--- src/hdl/slot_pool_allocator_core_assert.svh ---
// Assertion macros shared by the slot pool allocator RTL.
`ifndef SLOT_POOL_ALLOCATOR_CORE_ASSERT_SVH
`define SLOT_POOL_ALLOCATOR_CORE_ASSERT_SVH

// Same-cycle implication, checked on aclk, off while aresetn is low.
`define SPA_ASSERT_NOW(lbl, ante, cons, msg) \
    lbl: assert property (@(posedge aclk) disable iff (!aresetn) (ante) |-> (cons)) \
        else $error(msg);

// Next-cycle implication, checked on aclk, off while aresetn is low.
`define SPA_ASSERT_NEXT(lbl, ante, cons, msg) \
    lbl: assert property (@(posedge aclk) disable iff (!aresetn) (ante) |=> (cons)) \
        else $error(msg);

`endif

--- src/hdl/spa_pkg.sv ---
// Shared constants and controller/datapath interface types of the slot pool allocator.
`timescale 1ns / 1ps

package spa_pkg;

    localparam int POOL_SLOTS_DEF = 64;

    // Fixed field widths
    localparam int SLOT_W   = 6;
    localparam int STATUS_W = 2;
    localparam int COUNT_W  = 7;   // live_count, active_head, active_tail

    // Stream widths
    localparam int S_TDATA_W = 8;
    localparam int S_TUSER_W = 1;
    localparam int M_TDATA_W = 32;
    localparam int M_TUSER_W = STATUS_W;
    localparam int M_PAD_W   = M_TDATA_W - SLOT_W - 3 * COUNT_W;

    // Controller to datapath
    typedef struct packed {
        logic capture;   // latch request, read link memories
        logic commit;    // apply command, load result register
        logic relink;    // second next-link write of a free
    } spa_cmd_t;

    // Datapath to controller
    typedef struct packed {
        logic is_free;   // pending command is a free
        logic op_ok;     // pending command will succeed
        logic out_room;  // result register can take a new result
    } spa_stat_t;

endpackage

--- src/hdl/spa_ctrl.sv ---
// Sequencing state machine of the slot pool allocator.
`timescale 1ns / 1ps
`include "slot_pool_allocator_core_assert.svh"

module spa_ctrl
    import spa_pkg::*;
(
    input  logic      aclk,
    input  logic      aresetn,
    input  logic      s_tvalid,
    input  spa_stat_t stat,
    output spa_cmd_t  cmd,
    output logic      s_tready
);

    typedef enum logic [1:0] {
        S_IDLE,
        S_EXEC,
        S_LINK
    } state_t;

    state_t state_reg, state_next;
    logic   ready_reg;

    always_comb begin
        state_next = state_reg;
        cmd        = '0;
        case (state_reg)
            S_IDLE: begin
                if (s_tvalid && ready_reg) begin
                    cmd.capture = 1'b1;
                    state_next  = S_EXEC;
                end
            end
            S_EXEC: begin
                // hold here while the previous result is still unclaimed
                if (stat.out_room) begin
                    cmd.commit = 1'b1;
                    state_next = (stat.is_free && stat.op_ok) ? S_LINK : S_IDLE;
                end
            end
            S_LINK: begin
                cmd.relink = 1'b1;
                state_next = S_IDLE;
            end
            default: begin
                state_next = S_IDLE;
            end
        endcase
    end

    always_ff @(posedge aclk) begin
        if (!aresetn) begin
            state_reg <= S_IDLE;
            ready_reg <= 1'b0;
        end else begin
            state_reg <= state_next;
            ready_reg <= (state_next == S_IDLE);
        end
    end

    assign s_tready = ready_reg;

    `SPA_ASSERT_NOW(a_ready_only_idle, ready_reg, state_reg == S_IDLE, "ready outside idle")
    `SPA_ASSERT_NEXT(a_relink_after_free, cmd.commit && stat.is_free && stat.op_ok, cmd.relink, "free without relink")

endmodule

--- src/hdl/spa_dp.sv ---
// Link memories, list pointers and result register of the slot pool allocator.
`timescale 1ns / 1ps
`include "slot_pool_allocator_core_assert.svh"

module spa_dp
    import spa_pkg::*;
#(
    parameter int POOL_SLOTS = POOL_SLOTS_DEF
) (
    input  logic                 aclk,
    input  logic                 aresetn,
    input  spa_cmd_t             cmd,
    output spa_stat_t            stat,
    input  logic [S_TDATA_W-1:0] s_tdata,
    input  logic [S_TUSER_W-1:0] s_tuser,
    input  logic                 m_tready,
    output logic                 m_tvalid,
    output logic [M_TDATA_W-1:0] m_tdata,
    output logic [M_TUSER_W-1:0] m_tuser
);

    localparam int LW = $clog2(POOL_SLOTS + 1);   // link width, holds the empty mark
    localparam int IW = $clog2(POOL_SLOTS);       // memory index width
    localparam logic [LW-1:0] NIL = LW'(POOL_SLOTS);

    typedef logic [LW-1:0] link_t;
    typedef logic [IW-1:0] idx_t;

    typedef enum logic [STATUS_W-1:0] {
        ST_OK        = 2'd0,
        ST_FULL      = 2'd1,
        ST_NOT_ALLOC = 2'd2
    } status_t;

    // Link memories
    link_t next_mem [POOL_SLOTS];
    link_t prev_mem [POOL_SLOTS];
    logic  use_mem  [POOL_SLOTS];

    // Request and read data
    logic              cmd_reg;
    logic [SLOT_W-1:0] req_reg;
    idx_t              addr_reg;
    link_t             rd_next_reg, rd_prev_reg;
    logic              rd_use_reg;

    // List state
    link_t free_head_reg, free_head_next;
    link_t list_head_reg, list_head_next;
    link_t list_tail_reg, list_tail_next;
    link_t count_reg, count_next;
    link_t mark_reg, mark_next;      // slots at or above this were never touched
    link_t link_p_reg, link_p_next;
    link_t link_n_reg, link_n_next;

    // Result register
    logic               out_valid_reg, out_valid_next;
    status_t            out_status_reg, out_status_next;
    logic [SLOT_W-1:0]  out_slot_reg, out_slot_next;
    logic [COUNT_W-1:0] out_count_reg, out_count_next;
    logic [COUNT_W-1:0] out_head_reg, out_head_next;
    logic [COUNT_W-1:0] out_tail_reg, out_tail_next;

    // Write ports
    logic  nxt_we, prv_we, use_we, use_wd;
    idx_t  nxt_wa, prv_wa, use_wa;
    link_t nxt_wd, prv_wd;

    logic              in_cmd;
    logic [SLOT_W-1:0] in_slot;
    idx_t              rd_addr;
    link_t             req_link, eff_next, p_link, n_link;
    logic              fresh, req_in_range, alloc_ok, free_ok, op_ok, out_room;

    assign in_cmd  = s_tuser[0];
    assign in_slot = s_tdata[SLOT_W-1:0];
    assign rd_addr = in_cmd ? IW'(in_slot) : free_head_reg[IW-1:0];

    always_ff @(posedge aclk) begin
        if (cmd.capture) begin
            rd_next_reg <= next_mem[rd_addr];
            rd_prev_reg <= prev_mem[rd_addr];
            rd_use_reg  <= use_mem[rd_addr];
            addr_reg    <= rd_addr;
            cmd_reg     <= in_cmd;
            req_reg     <= in_slot;
        end
    end

    always_ff @(posedge aclk) begin
        if (nxt_we) begin
            next_mem[nxt_wa] <= nxt_wd;
        end
        if (prv_we) begin
            prev_mem[prv_wa] <= prv_wd;
        end
        if (use_we) begin
            use_mem[use_wa] <= use_wd;
        end
    end

    // Untouched slots read as their reset contents: next is i+1, not in use.
    assign fresh        = (LW'(addr_reg) >= mark_reg);
    assign eff_next     = fresh ? (LW'(addr_reg) + LW'(1)) : rd_next_reg;
    assign req_link     = LW'(req_reg);
    assign req_in_range = (32'(req_reg) < POOL_SLOTS);
    assign alloc_ok     = (free_head_reg != NIL);
    assign free_ok      = req_in_range && !fresh && rd_use_reg;
    assign op_ok        = cmd_reg ? free_ok : alloc_ok;
    assign out_room     = !out_valid_reg || m_tready;

    // Neighbors of the slot being freed; list ends are known from head and tail.
    assign p_link = (req_link == list_head_reg) ? NIL : rd_prev_reg;
    assign n_link = (req_link == list_tail_reg) ? NIL : rd_next_reg;

    assign stat.is_free  = cmd_reg;
    assign stat.op_ok    = op_ok;
    assign stat.out_room = out_room;

    always_comb begin
        free_head_next = free_head_reg;
        list_head_next = list_head_reg;
        list_tail_next = list_tail_reg;
        count_next     = count_reg;
        mark_next      = mark_reg;
        link_p_next    = link_p_reg;
        link_n_next    = link_n_reg;
        nxt_we = 1'b0;
        nxt_wa = free_head_reg[IW-1:0];
        nxt_wd = free_head_reg;
        prv_we = 1'b0;
        prv_wa = free_head_reg[IW-1:0];
        prv_wd = list_tail_reg;
        use_we = 1'b0;
        use_wa = addr_reg;
        use_wd = 1'b0;

        if (cmd.commit && op_ok) begin
            if (!cmd_reg) begin
                // allocate: pop free head, append at active tail
                use_we = 1'b1;
                use_wa = free_head_reg[IW-1:0];
                use_wd = 1'b1;
                prv_we = 1'b1;
                prv_wa = free_head_reg[IW-1:0];
                prv_wd = list_tail_reg;
                if ((list_tail_reg != NIL) && (list_head_reg != NIL)) begin
                    nxt_we = 1'b1;
                    nxt_wa = list_tail_reg[IW-1:0];
                    nxt_wd = free_head_reg;
                end else begin
                    list_head_next = free_head_reg;
                end
                list_tail_next = free_head_reg;
                free_head_next = eff_next;
                count_next     = count_reg + LW'(1);
                if (fresh) begin
                    mark_next = mark_reg + LW'(1);
                end
            end else begin
                // free: push on free head now, patch predecessor next cycle
                use_we = 1'b1;
                use_wa = addr_reg;
                use_wd = 1'b0;
                nxt_we = 1'b1;
                nxt_wa = addr_reg;
                nxt_wd = free_head_reg;
                if (n_link != NIL) begin
                    prv_we = 1'b1;
                    prv_wa = n_link[IW-1:0];
                    prv_wd = p_link;
                end else begin
                    list_tail_next = p_link;
                end
                if (p_link == NIL) begin
                    list_head_next = n_link;
                end
                free_head_next = req_link;
                if (count_reg != '0) begin
                    count_next = count_reg - LW'(1);
                end
                link_p_next = p_link;
                link_n_next = n_link;
            end
        end

        if (cmd.relink && (link_p_reg != NIL)) begin
            nxt_we = 1'b1;
            nxt_wa = link_p_reg[IW-1:0];
            nxt_wd = link_n_reg;
        end
    end

    always_comb begin
        out_valid_next  = cmd.commit ? 1'b1 : (m_tready ? 1'b0 : out_valid_reg);
        out_status_next = op_ok ? ST_OK : (cmd_reg ? ST_NOT_ALLOC : ST_FULL);
        out_slot_next   = '0;
        if (op_ok) begin
            out_slot_next = cmd_reg ? req_reg : SLOT_W'(free_head_reg);
        end
        out_count_next = COUNT_W'(count_next);
        out_head_next  = COUNT_W'(list_head_next);
        out_tail_next  = COUNT_W'(list_tail_next);
    end

    always_ff @(posedge aclk) begin
        if (!aresetn) begin
            free_head_reg <= '0;
            list_head_reg <= NIL;
            list_tail_reg <= NIL;
            count_reg     <= '0;
            mark_reg      <= '0;
            out_valid_reg <= 1'b0;
        end else begin
            free_head_reg <= free_head_next;
            list_head_reg <= list_head_next;
            list_tail_reg <= list_tail_next;
            count_reg     <= count_next;
            mark_reg      <= mark_next;
            out_valid_reg <= out_valid_next;
        end
    end

    always_ff @(posedge aclk) begin
        link_p_reg <= link_p_next;
        link_n_reg <= link_n_next;
        if (cmd.commit) begin
            out_status_reg <= out_status_next;
            out_slot_reg   <= out_slot_next;
            out_count_reg  <= out_count_next;
            out_head_reg   <= out_head_next;
            out_tail_reg   <= out_tail_next;
        end
    end

    assign m_tvalid = out_valid_reg;
    assign m_tuser  = out_status_reg;
    assign m_tdata  = {{M_PAD_W{1'b0}}, out_tail_reg, out_head_reg, out_count_reg,
                       out_slot_reg};

    `SPA_ASSERT_NOW(a_count_bound, 1'b1, 32'(count_reg) <= POOL_SLOTS, "live count beyond pool")
    `SPA_ASSERT_NOW(a_empty_lists, count_reg == '0, (list_head_reg == NIL) && (list_tail_reg == NIL), "empty pool with active list")
    `SPA_ASSERT_NOW(a_commit_room, cmd.commit, !out_valid_reg || m_tready, "unclaimed result overwritten")

endmodule

--- src/hdl/slot_pool_allocator_core.sv ---
// Top level of the slot pool allocator: stream ports, controller and datapath.
`timescale 1ns / 1ps

// Slot pool allocator. Hands out slot indices 0..POOL_SLOTS-1 from a free
// list (index order after reset) and keeps allocated slots on a doubly
// linked active list in allocation order. A transfer on the s_ side with
// s_tuser = 0 allocates (takes the free head, appends it at the active
// tail); s_tuser = 1 frees the slot in s_tdata (unlinks it, pushes it onto
// the free head, so it is the next one handed out). Every command produces
// exactly one m_ transfer: status in m_tuser (0 ok, 1 pool full, 2 slot
// not allocated or out of range), then granted slot (zero on error), live
// count, active head and active tail after the step, where POOL_SLOTS
// marks an empty list. Count, head and tail are reported in 7 bits.
// Timing: after the accept the command executes and loads the result
// register, waiting while an earlier result is unclaimed. An allocate or
// a failed command then reopens the input; a successful free first passes
// through a relink state that patches its predecessor's next link. The pace
// is set by the registered read of the link memories followed by the write
// port of the next-link memory, which a free needs twice. One command is in
// flight at a time; a pending result in the output register does not block
// the next accept, but a second result waits until the first is taken. No
// clearing pass after reset: a fill mark tracks which slots were ever
// touched, and untouched slots read as their reset links, so s_tready rises
// in the cycle after reset is released.

module slot_pool_allocator_core
    import spa_pkg::*;
#(
    parameter int POOL_SLOTS = POOL_SLOTS_DEF
) (
    input  logic                 aclk,
    input  logic                 aresetn,
    input  logic                 s_tvalid,
    output logic                 s_tready,
    input  logic [S_TDATA_W-1:0] s_tdata,   // [5:0] slot_to_free, [7:6] zero
    input  logic [S_TUSER_W-1:0] s_tuser,   // [0] command
    output logic                 m_tvalid,
    input  logic                 m_tready,
    output logic [M_TDATA_W-1:0] m_tdata,   // [5:0] granted_slot, [12:6] live_count,
                                            // [19:13] active_head, [26:20] active_tail,
                                            // [31:27] zero
    output logic [M_TUSER_W-1:0] m_tuser    // [1:0] status
);

    spa_cmd_t  cmd;
    spa_stat_t stat;

    // Sequencer: accept, execute, and the extra relink state of a free
    spa_ctrl u_ctrl (
        .aclk     (aclk),
        .aresetn  (aresetn),
        .s_tvalid (s_tvalid),
        .stat     (stat),
        .cmd      (cmd),
        .s_tready (s_tready)
    );

    // Link memories, list pointers and the result register
    spa_dp #(
        .POOL_SLOTS (POOL_SLOTS)
    ) u_dp (
        .aclk     (aclk),
        .aresetn  (aresetn),
        .cmd      (cmd),
        .stat     (stat),
        .s_tdata  (s_tdata),
        .s_tuser  (s_tuser),
        .m_tready (m_tready),
        .m_tvalid (m_tvalid),
        .m_tdata  (m_tdata),
        .m_tuser  (m_tuser)
    );

endmodule

--- config.mk ---
export PLATFORM = sky130hd
export DESIGN_NAME = slot_pool_allocator_core
export DESIGN_NICKNAME = d
export VERILOG_FILES = /design/src/hdl/spa_pkg.sv /design/src/hdl/spa_ctrl.sv /design/src/hdl/spa_dp.sv /design/src/hdl/slot_pool_allocator_core.sv
export VERILOG_INCLUDE_DIRS = /design/src /design/src/hdl
export SDC_FILE = /design/constraint.sdc
export NUM_CORES = 2
export LEC_CHECK = 0
export ABC_AREA = 0
export ABC_CLOCK_PERIOD_IN_PS = 5060
export BUFFER_PORTS_ARGS = -buffer_cell sky130_fd_sc_hd__buf_2
export CORE_MARGIN = 4
export CORE_UTILIZATION = 50
export CTS_CLUSTER_DIAMETER = 100
export DETAILED_ROUTE_END_ITERATION = 8
export PLACE_DENSITY = 0.68
export SYNTH_ARGS = -nofsm -noshare
export SYNTH_HDL_FRONTEND = slang
export SYNTH_HIERARCHICAL = 1
export SYNTH_SLANG_ARGS = --single-unit
--- constraint.sdc ---
create_clock -name aclk -period 5.06 [get_ports aclk]
set_input_delay 0.759 -clock aclk [delete_from_list [all_inputs] [get_ports aclk]]
set_output_delay 0.759 -clock aclk [all_outputs]
set_load 0.005 [all_outputs]
==> results.toml <==
[clock_network]
clk_pin_slew_ns = 0.06
insertion_delay_ns = 0.67
post_cts_buffers = 0
h-tree-depth = 3
cts_resized = 0
cts_tree = "done"
cts_hold_buf = 0
cts-buffers-inserted = 104
cts_root_buf = "clkbuf_16"
clock_path_buffers = 3
cts.sinks = 1070

[logic_synthesis]
yosysSeqAreaShare_pct = 70.60
async_reset_ff_share_pct = 0
synth.yosys.warnings = 6
synth_seq_cells = 1070
yosys.area.top_type = "edfxtp_1"
syn_inst = 3729
syn_avg_cell_area_sq_um = 12.06
synth_top_flop_cell = "edfxtp_1"
netlist_area_sq_um = 44960
synthTopCellsByArea = "edfxtp_1 69%, nand2_1 9.2%, nand3_1 4.3%, a311oi_1 2.3%, nor2_1 1.9%"
yosysTopAreaCellShare_pct = 68.87
synth-edff-count = 1031
ys_types = 88

[timing]
max_slew_margin_pct = 16.25
rsz0062_at_grt = "no"
timing.final.crit_share_pct = 88.16
fin_crit_ns = 4.461
setup_violations = 0
hold_viol_final = 0
worst_pin_slew_ns = 1.256
setup-tns-final_ns = 0
slew_viol_final = 0
fin_skew_ns = 0.02869
max_freq_mhz = 224.2

[critical_path]
cp_slowest_cell = "nor2_1"
startpoint = "u_dp/addr_reg[4]"
crit_arrival_ns = 4.76
path_cells = "ha_1 -> a211oi_1 -> o31a_1 -> a21boi_2 -> a21oi_1 -> o31ai_1 -> nand3_1 -> nor2_1"
rr_startpoint = "u_dp/addr_reg[4]"
crit_buf_inv = 0
crit_fanout = 10
worstPathRequired_ns = 5.36
slowest_delay_ns = 0.67
path_delay_family = "compound AO/OA/AOI/OAI gates"
end_kind = "flip-flop"
cp-start-kind = "flip-flop"
crit_type = "reg2reg"

[final_layout]
final_common_cell = "nand2_1"
fin_cells = 4969
reg.largest.list = "u_dp/next_mem (448), u_dp/prev_mem (448), u_dp/use_mem (64)"
final_cell_mix = "1,096 x nand2_1, 1,031 x edfxtp_1, 386 x nand3_1"
nFillCells = 7139
n_antenna_cell = 0
design_area_sq_um = 49820
drive_above_1_share_pct = 9.253
syn2layout_area_growth_pct = 10.83
fin_nets = 3745

[die]
rows = 109
start_util_pct = 50.63
core_area_sq_um = 88780
die-area_sq_um = 94770
io_pins = 49
dieWidth_um = 307.9
fp.dieH_um = 307.9

[flow_run]
drv_cap = 0

[routing]
drt_pass1_iterations = 9
drt-wirelength-per-cell_um = 22.51
drtAntennaViolNets = 0
drt-initial-drc-count = 3627
wl_um = 111800
drc = 0
via_per_inst = 5.984
dr_total_vias = 29740

[power_and_ir_drop]
peakVddDrop_uv = 268.9
p_leak_uw = 0.01730
total_power_uw = 18370
p_per_area_nw_per_um2 = 368.7

[global_routing]
grt_pass1_wl_um = 168200
antenna_found_initial = 0
track_usage_pct = 23.19
grt_pass1_vias = 27830
grt_start_max_net_pins = 207
overflow = 0

[hold_path]
hp-class = "in2reg"
min-delay-start = "s_tdata[3]"

[place]
placed_area_sq_um = 46520
port-buffer-count = 41
post-dp-hpwl_um = 66440
dpl.cell_count = 4780
gp_congestion = 0.9312

[run_status]
status = "finished, final reports clean"
report_power, final:
| group | switching [uW] | internal (uW) | total (uW) | leakage (uW) |
|---|---|---|---|---|
| Combinational | 834 | 342 | 1180 | 0.00656 |
| Sequential | 32.1 | 9670 | 9700 | 0.00914 |
| Clock | 3210 | 4290 | 7500 | 0.00160 |
cell families (layout without fill, tap and decap cells):
logic type	count (synthesis)	after routing	share of synthesized area (%)
mux	25	25	0.5928
other cells	1	5	0.008342
compound gates	319	319	5.761
flops	1070	1070	70.60
fa+ha+maj	11	11	0.3061
xor+xnor	22	22	0.4286
buf+inv	277	348	2.480
simple gates	2004	2004	19.82
area by class of cell:
type	instances	area, sq um	area share [%]
repair buffers	123	958.4	1.924
multi-input cells	2386	12220	24.52
well taps	1165	1458	2.926
flip-flops and latches	1070	31740	63.71
inverters	36	150.1	0.3014
clock buffers	130	2816	5.653
clock inverters	59	483.0	0.9694
per-layer routing:
layer | up-vias | GRT usage [%] | wire [um]
li1 | 13500 | - | -
met1 | 14650 | 33.57 | 47180
met2 | 1358 | 35.83 | 50750
met3 | 228 | 3.921 | 10180
met4 | 0 | 8.284 | 3726
met5 | - | 0 | 0
stage by stage:
stage                     util (%)  worst slack, ns  hold slack [ns]
after floorplan                  -           0.1849           0.4779
after global placement       52.40           0.6198           0.4938
after detailed placement     52.40           0.5746           0.5098
after CTS                    56.12           0.6682           0.3051
after global routing         56.12           0.3604           0.3227
final                        56.12           0.5990           0.3345
cells in the mapped netlist, drive strengths merged (12+ instances only):
cell type / count
a21oi: 36
a311oi: 120
a31oi: 12
and2: 33
and3: 122
buf: 49
clkbuf: 192
dfxtp: 39
edfxtp: 1031
inv: 36
mux2: 13
mux2i: 12
nand2: 1103
nand2b: 22
nand3: 387
nor2: 229
nor3: 34
o21ai: 28
o31a: 64
or4: 18
path summary, 6_finish.rpt:
kind / endpoint / slack [ns] / cells after the start
setup / recovery: u_dp/next_mem[14][2] / 0.60 / 8
hold / removal: u_dp/req_reg[3] / 0.33 / 1
setup reg to reg: u_dp/next_mem[14][2] / 0.60 / 8
hold reg to reg: u_dp/free_head_reg[6] / 0.52 / 2
Power figures use the tool's default switching activity.
